==> src/rtl/pip_pkg.sv <==
// ---------------------------------------------------------------------------
// pip_pkg
// Shared widths, constants and types of the point-in-polygon crossing test.
// ---------------------------------------------------------------------------
package pip_pkg;

    localparam int MAX_VERTICES = 64;
    localparam int COORD_W      = 16;
    localparam int LEFT_W       = COORD_W + 2;
    localparam int DIFF_W       = COORD_W + 1;
    localparam int LDIFF_W      = LEFT_W + 1;
    localparam int PROD_W       = DIFF_W + LDIFF_W + 2;
    localparam int CNT_W        = 7;
    localparam int S_DATA_W     = 80;
    localparam int M_DATA_W     = 8;

    localparam int CROSS_CAP_I  = (MAX_VERTICES < 127) ? MAX_VERTICES : 127;
    localparam logic [CNT_W-1:0] CROSS_CAP = CNT_W'(CROSS_CAP_I);

    typedef logic signed [COORD_W-1:0] coord_t;
    typedef logic signed [LEFT_W-1:0]  left_t;

    typedef struct packed {
        coord_t ax;
        coord_t ay;
        coord_t bx;
        coord_t by;
    } pip_seg_t;

    typedef struct packed {
        coord_t qx;
        coord_t qy;
        left_t  lx;
        logic   ray_nz;
    } pip_query_t;

    typedef struct packed {
        logic first;
        logic last;
        logic cross_a;
        logic cross_b;
    } pip_step_t;

endpackage

==> src/rtl/pip_tally.sv <==
// ---------------------------------------------------------------------------
// pip_tally
// Crossing counter with parity and the result register of the master side.
// ---------------------------------------------------------------------------
module pip_tally (
    input  logic                        aclk,
    input  logic                        aresetn,
    input  logic                        step_valid,
    input  pip_pkg::pip_step_t          step_i,
    input  logic                        m_tready,
    output logic                        m_tvalid,
    output logic                        inside_o,
    output logic [pip_pkg::CNT_W-1:0]   crossings_o
);
    import pip_pkg::*;

    logic [CNT_W-1:0] cnt_reg;
    logic [CNT_W-1:0] cnt_next;
    logic             par_reg;
    logic             par_next;
    logic             valid_reg;
    logic             inside_reg;
    logic [CNT_W-1:0] crossings_reg;
    logic [CNT_W-1:0] base;
    logic [CNT_W:0]   sum;

    always_comb begin
        base = step_i.first ? '0 : cnt_reg;
        sum  = (CNT_W+1)'(base) + (CNT_W+1)'(step_i.cross_a) + (CNT_W+1)'(step_i.cross_b);
        if (sum > (CNT_W+1)'(CROSS_CAP)) begin
            cnt_next = CROSS_CAP;
        end else begin
            cnt_next = sum[CNT_W-1:0];
        end
        par_next = (step_i.first ? 1'b0 : par_reg) ^ step_i.cross_a ^ step_i.cross_b;
    end

    always_ff @(posedge aclk) begin
        if (!aresetn) begin
            cnt_reg   <= '0;
            par_reg   <= 1'b0;
            valid_reg <= 1'b0;
        end else begin
            if (step_valid) begin
                cnt_reg <= step_i.last ? '0 : cnt_next;
                par_reg <= step_i.last ? 1'b0 : par_next;
            end
            if (step_valid && step_i.last) begin
                valid_reg <= 1'b1;
            end else if (m_tready) begin
                valid_reg <= 1'b0;
            end
        end
    end

    always_ff @(posedge aclk) begin
        if (step_valid && step_i.last) begin
            inside_reg    <= par_next;
            crossings_reg <= cnt_next;
        end
    end

    assign m_tvalid    = valid_reg;
    assign inside_o    = inside_reg;
    assign crossings_o = crossings_reg;

endmodule

==> config.mk <==
export PLATFORM = sky130hd
export DESIGN_NAME = pip_tally
export DESIGN_NICKNAME = d
export VERILOG_FILES = /design/src/rtl/pip_pkg.sv /design/src/rtl/pip_tally.sv
export SDC_FILE = /design/constraint.sdc
export NUM_CORES = 1
export LEC_CHECK = 0
export BUFFER_PORTS_ARGS = -buffer_cell sky130_fd_sc_hd__buf_2
export CORE_UTILIZATION = 41
export CTS_CLUSTER_DIAMETER = 120
export DETAILED_ROUTE_END_ITERATION = 6
export MAX_ROUTING_LAYER = met4
export PLACE_DENSITY = 0.74
export SYNTH_ARGS = -nofsm -noshare
export SYNTH_HDL_FRONTEND = slang
export SYNTH_SLANG_ARGS = --single-unit
==> constraint.sdc <==
create_clock -name aclk -period 2.5 [get_ports aclk]
set_clock_uncertainty 0.15 [all_clocks]
set_input_delay 0.375 -clock aclk [delete_from_list [all_inputs] [get_ports aclk]]
set_output_delay 0.375 -clock aclk [all_outputs]
set_load 0.05 [all_outputs]
Word-level counts from Yosys, hierarchy flattened. Cells that the tools add are included.

Equality and inequality tests: 0. Reduce and logical (&&, ||, !) cells: 2. Shift operators: 0. Magnitude comparators: 1. Divide/modulo/power cells: 0. Add/subtract/negate cells: 2. Bitwise logic cells: 2. Mux-type cells: 7. Multipliers: 0.

Operators by type and width (number): $mux W7 (3); $add A7 B1 Y8 (1); $add A8 B1 Y8 (1); $gt A8 B7 Y1 const B (1); $mux W1 (4); $reduce_bool A2 Y1 (1); $xor A1 B1 Y1 (2); $logic_and A1 B1 Y1 (1).

Memories: 0. Register bits: 17. Logic and storage cells: 19. Output and inout port bits: 9. Memory bits (writable): 0. Input port bits: 8. Memory bits (read-only): 0. Bits in latches: 0.

Depth between registers and ports, before layout. Gate-level depths: netlist of run 1.

Depth in word-level cells: 6. Gate-level depth with buffers: 8. Depth with buffers taken out: 7.

Least setup slack after synthesis of run 1. Ideal clock, no wire load.

Kind: input port to flip-flop. From: in step_i[3] (netlist bit). To: reg crossings_reg[3], in the netlist crossings_o[3], data pin. Stages on the path: 8. Arrival time: 1.943 ns. Required time: 2.087 ns. Setup time: 0.263 ns. Path slack: 0.144 ns. Path through: buf_2 nor2b_1 fa_1 ha_1 nand2_1 or3_1 a21oi_4 nor3_1.

Word-level cells in the longest chain between the ends: 5.

Ends and longest elaborated chain: start, declared (line pip_tally.sv:9) `input pip_pkg::pip_step_t step_i,`; $mux W7 (*) (line pip_tally.sv:28) `base = step_i.first ? '0 : cnt_reg;`; $add A7 B1 Y8 (*) (line pip_tally.sv:29) `sum = (CNT_W+1)'(base) + (CNT_W+1)'(step_i.cross_a) + (CNT_W+1)'(step_i.cross_b);`; $add A8 B1 Y8 (*) (line pip_tally.sv:29); $gt A8 B7 Y1 (line pip_tally.sv:30) `if (sum > (CNT_W+1)'(CROSS_CAP)) begin`; $mux W7 (*) (line pip_tally.sv:30); via cnt_next[3] (line pip_tally.sv:18) `logic [CNT_W-1:0] cnt_next;`; end signal, assigned (line pip_tally.sv:59) `crossings_reg <= cnt_next;`; end, declared (line pip_tally.sv:23) `logic [CNT_W-1:0] crossings_reg;`.

Mark *: on every way through the listed nets, which the timed path passes. The rest lies on a longest branch. A chain may end at the register's enable or synchronous reset.

Worst setup path after layout of run 1.
From: reg cnt_reg[0]. To: reg crossings_reg[2], in the netlist crossings_o[2], data pin.

Word-level cells in the longest chain between the ends: 5.

Ends and longest elaborated chain: start, declared (line pip_tally.sv:17) `logic [CNT_W-1:0] cnt_reg;`; start signal, assigned (line pip_tally.sv:45) `cnt_reg <= step_i.last ? '0 : cnt_next;`; $mux W7 (*) (line pip_tally.sv:28); $add A7 B1 Y8 (*) (line pip_tally.sv:29); $add A8 B1 Y8 (*) (line pip_tally.sv:29); $gt A8 B7 Y1 (line pip_tally.sv:30); $mux W7 (*) (line pip_tally.sv:30); via cnt_next[2] (line pip_tally.sv:18).

Marks and branches as above.

==> results of run 1 <==
==> cell type report <==
cell class | count | area (µm²) | area share
inverters | 1 | 3.75 | 0.00363
flip-flops and latches | 17 | 420 | 0.406
multi-input cells | 69 | 455 | 0.440
repair buffers | 18 | 95.1 | 0.0919
well taps | 27 | 33.8 | 0.0326
clock buffers | 4 | 26.3 | 0.0254
==> worst max-delay path, cell delays in order, from the launching register on <==
cell and delay, ps:
dfxtp_1 360, nor2b_1 160, fa_1 290, ha_1 200, nand2_1 80, or3_1 360, a21oi_4 290, nor2_1 90
==> power groups by stage <==
stage	combinational, W	sequential (W)	clock [W]
final	0.0000718	0.000303	0.000147
after global placement	0.0000709	0.000309	0
after detailed placement	0.0000721	0.000310	0
after global routing	0.0000776	0.000304	0.000161
after floorplan	0.0000295	0.000332	0
after CTS	0.0000722	0.000303	0.000149
==> per-stage QoR <==
step / util / total power (W) / instances
after floorplan: - / 0.000361 / 90
after global placement: 0.504 / 0.000380 / 132
after detailed placement: 0.504 / 0.000382 / 132
after CTS: 0.517 / 0.000525 / 136
after global routing: 0.517 / 0.000542 / 136
final: 0.517 / 0.000522 / 136
==> layer usage <==
metal,wire length (µm),part of all wire,vias to the layer above
met3,76,0.045,4
met2,840,0.50,27
met5,0,0,-
li1,-,-,367
met1,742,0.44,324
met4,25,0.015,0
==> placed cells by master, fill, tap and decap left out, types with 3 or more instances in the layout <==
cell / instances
a21oi_1: 3
buf_2: 16
and2_1: 3
nand2_1: 6
dfxtp_1: 9
nor2b_1: 12
xnor2_1: 3
edfxtp_1: 8
nand3b_1: 3
nor2_1: 7
clkbuf_4: 3
nand3_1: 4
==> logic make-up after synthesis <==
kind of cell,Yosys count
adder cells (fa/ha/maj),2
AND/OR/NAND/NOR,45
buffers and inverters,4
XOR/XNOR,3
AO/OA/AOI/OAI,19
flip-flops,17
==> final timing paths <==
| check | slack [ps] | from | end |
|---|---|---|---|
| max | 270 | cnt_reg[0] | crossings_o[2] |
| min | 240 | m_tready | m_tvalid |
| max reg2reg | 270 | cnt_reg[0] | crossings_o[2] |
| min reg2reg | 350 | cnt_reg[4] | cnt_reg[4] |
==> cells in the mapped netlist, types with 2 or more instances <==
cell	instances	area [µm²]
nor2b_1	12	75.1
dfxtp_1	9	180
edfxtp_1	8	240
nor2_1	7	26.3
nand2_1	6	22.5
nand3_1	4	20.0
a21oi_1	3	15.0
and2_1	3	18.8
nand3b_1	3	22.5
xnor2_1	3	26.3
clkbuf_1	2	7.51
nor3_1	2	10.0
o21ai_0	2	10.0
o21ai_1	2	10.0
o22ai_1	2	12.5
o31ai_1	2	15.0
==> flow_metrics.tcl, run 1 <==
set metrics [dict create \
    status "finished, final reports clean" \
    drv_cap 0 \
    synth_top_family_by_area "simple AND/OR/NAND/NOR gates" \
    pwr-share-comb 0.138 \
    cp-end-kind "flop" \
    crit_arrival_ps 2120 \
    ios 17 \
    fin_crit_ps 2230 \
    grt_overflow 0 \
    finalInstanceArea_um2 1030 \
    root_buffer "clkbuf_4" \
    ys_async_sr_fraction 0 \
    p_leak_nw 0.402 \
    nets 120 \
    p_clk_frac 0.282 \
    syn_nets 100 \
    antenna_cells 0 \
    holdBufCountCts 0 \
    relSlewSlack 0.764 \
    timing.final.crit_share 0.892 \
    wirelength_mm 1.68 \
    synth_cell_type_count 36 \
    vias_per_cell 5.31 \
    synthAdderAreaFrac 0.0365 \
    synthCells 90 \
    grtUsageMet1 0.191 \
    synth-main-ff-cell "dfxtp_1" \
    grt_pass1_wl_mm 2.90 \
    p_int_w 0.000386 \
    gp_congestion 0.839 \
    min_path_type "in -> reg" \
    grt_pass1_vias 660 \
    ys_ff_latch 17 \
    pre_cts_slack_ps 148 \
    cp.required_ps 2390 \
    synthMuxAreaShare 0 \
    drt_first_pass_iters 5 \
    fmax_ghz 0.449 \
    synth_xor_area_frac 0.0295 \
    nFillCells 188 \
    rsz0062_at_grt "false" \
    die_w_um 48.6 \
    ir_worst_vdd_mv 0.239 \
    hold-worst-slack_ps 236 \
    hpwlAfterDp_mm 1.32 \
    io_buffers 16 \
    synth-compound-area-share 0.154 \
    grt_start_max_net_pins 12 \
    syn_area_um2 892 \
    ys_warn_count 0 \
    critPathLaunchType "flop" \
    post_dp_cell_area_um2 1010 \
    setup_viol 0 \
    wl_per_cell_um 12.4 \
    synth-edff-count 8 \
    syn_avg_cell_area_um2 9.91 \
    ff2ff_path_depth 7 \
    clkSinkCount 17 \
    grt_use_met2 0.278 \
    cts_resized 0 \
    synthSimpleGateAreaFrac 0.290 \
    cts_buffers 3 \
    ys_seq_area_frac 0.471 \
    met3_usage 0.0283 \
    crit_type "reg -> reg" \
    finalMaxSlewViolations 0 \
    start_util 0.446 \
    worst_slack_ps 271 \
    cts.clk_slew.worst_paths_ps 100 \
    ant_nets 0 \
    drc_errors 0 \
    hold_viol_final 0 \
    htreeDepth 1 \
    dieArea_um2 2370 \
    whs_path_depth 3 \
    rows 16 \
    antenna_found_initial 0 \
    crit_fanout 10 \
    die_h_um 48.6 \
    power.switching_w 0.000136 \
    area_growth_pct 16.0 \
    post_cts_buffers 0 \
    dr.first_iter.drc_count 26 \
    tightest_slew_ps 352 \
    worstSkewPairLatency_ps 290 \
    grtUsageTotal 0.165 \
    fin_tns_setup_ps 0 \
    cts_tree "yes" \
    core_um2 2000 \
    drive_gt1_frac 0.211 \
    power.share.switching 0.261 \
    power.share.sequential 0.581 \
    vias 722 \
    clk_path_buf_depth 2 \
    busiest_layer "met2" \
    power.density_nw_per_um2 504 \
]
Note: power is estimated with default switching activity, not from simulation.
==> run 2: changes to the inputs <==
- PLACE_DENSITY: 0.74 -> unset
- SKIP_LAST_GASP: unset -> 1
==> run 2 against run 1 <==
Count of clock-buffer cells in the layout down 1. Register-to-register slack lost 90 ps. Clock power hardly changed. Largest power group unchanged.
==> flow_metrics.tcl, run 2 (synthesis results as in run 1) <==
set metrics [dict create \
    status "finished, final reports clean" \
    cts_resized 0 \
    wirelength_mm 1.76 \
    fin_tns_setup_ps 0 \
    crit_arrival_ps 2200 \
    grtUsageMet1 0.208 \
    die_w_um 48.6 \
    ir_worst_vdd_mv 0.305 \
    post_cts_buffers 0 \
    drive_gt1_frac 0.220 \
    hpwlAfterDp_mm 1.31 \
    tightest_slew_ps 417 \
    met3_usage 0.0314 \
    final_cell_mix "16 x buf_2, 12 x nor2b_1, 9 x dfxtp_1, 8 x edfxtp_1, 7 x nor2_1" \
    start_util 0.446 \
    root_buffer "clkbuf_4" \
    core_um2 2000 \
    ios 17 \
    grtUsageTotal 0.168 \
    power.density_nw_per_um2 505 \
    grt_use_met2 0.248 \
    vias_per_cell 5.50 \
    antenna_cells 0 \
    finalMaxSlewViolations 0 \
    antenna_found_initial 0 \
    grt_pass1_vias 678 \
    dr.first_iter.drc_count 28 \
    slowest_delay_ps 370 \
    critPathLaunch "cnt_reg[0]" \
    wl_per_cell_um 13.0 \
    cts_tree "yes" \
    crit_path_end "crossings_o[4]" \
    cts_buffers 3 \
    rsz0062_at_grt "false" \
    clk_path_buf_depth 2 \
    cp-end-kind "flop" \
    final_common_cell "buf_2" \
    total_power_w 0.000523 \
    ant_nets 0 \
    fin_crit_ps 2310 \
    min_path_type "in -> reg" \
    p_leak_nw 0.405 \
    vias 748 \
    regToRegSetupSlack_ps 190 \
    cp_slowest_cell "dfxtp_1" \
    cp.required_ps 2390 \
    ff2ff_path_depth 7 \
    fmax_ghz 0.432 \
    crit_fanout 10 \
    die_h_um 48.6 \
    relSlewSlack 0.720 \
    drv_cap 0 \
    rows 16 \
    drt_first_pass_iters 4 \
    setup_viol 0 \
    area_growth_pct 16.1 \
    nets 120 \
    timing.final.crit_share 0.926 \
    critPathLaunchType "flop" \
    drc_errors 0 \
    worstSkewPairLatency_ps 290 \
    crit_type "reg -> reg" \
    crit_chain "nor2b_1 > fa_1 > ha_1 > nand2_1 > or3_1 > a21oi_4 > nor3_1" \
    grt_start_max_net_pins 12 \
    dieArea_um2 2370 \
    grt_pass1_wl_mm 2.98 \
    holdBufCountCts 0 \
    hold_viol_final 0 \
    busiest_layer "met2" \
    r2r-start "cnt_reg[0]" \
    clkSinkCount 17 \
    gp_congestion 0.929 \
    r2r_end "crossings_o[4]" \
    htreeDepth 1 \
    cts.clk_slew.worst_paths_ps 100 \
    grt_overflow 0 \
    io_buffers 16 \
]
[run 2: cell types whose count changed in the layout (fill, tap and decap cells not counted)]
cell      change
clkbuf_1      -1
clkinv_2      +1
[run 2: stage by stage]
stage,cells,setup WS (ps),instance area [µm²],hold WS [ps],utilization
after floorplan,90,144,892,295,-
after global placement,132,134,1010,334,0.504
after detailed placement,132,110,1010,335,0.504
after CTS,136,197,1040,225,0.518
after global routing,136,63.7,1040,232,0.518
final,136,186,1040,225,0.518
[run 2: worst min path at each step]
stage                     from         end  slack (ps)  cells past startpoint
finish                m_tready    m_tvalid         220                      3
global route          m_tready    m_tvalid         230                      3
CTS                   m_tready    m_tvalid         220                      3
detailed placement  cnt_reg[0]  cnt_reg[0]         330                      2
global placement    cnt_reg[4]  cnt_reg[4]         330                      2
floorplan           cnt_reg[0]  cnt_reg[0]         300                      2
[run 2: worst max-delay path, delay by kind of cell, from the launching register on]
kind / cells / cell delay, ps
and+or+nand+nor: 4 / 720
adders and majority gates: 2 / 530
DFF: 1 / 370
AOI/OAI and AO/OA: 1 / 300
[run 2: metal layers]
layer | vias to the layer above | part of all wire | routed length, µm
met4 | 0 | 0.045 | 79
met3 | 9 | 0.051 | 89
met2 | 30 | 0.44 | 781
met5 | - | 0 | 0
met1 | 346 | 0.46 | 811
li1 | 363 | - | -
[run 2: final cells by class]
| cell class | instances | area, µm² |
|---|---|---|
| fill | 185 | 966 |
| clock inverter | 1 | 5.00 |
| multi-input combinational | 69 | 455 |
| timing repair buffer | 18 | 95.1 |
| tap | 27 | 33.8 |
| inverter | 1 | 3.75 |
| clock buffer | 3 | 22.5 |
| sequential | 17 | 420 |
[run 2: power by group]
group | leakage (nW) | total (W) | internal, W | switching [W]
Clock | 0.0177 | 0.000147 | 0.0000594 | 0.0000880
Combinational | 0.237 | 0.0000727 | 0.0000239 | 0.0000487
Sequential | 0.149 | 0.000303 | 0.000300 | 0.00000292
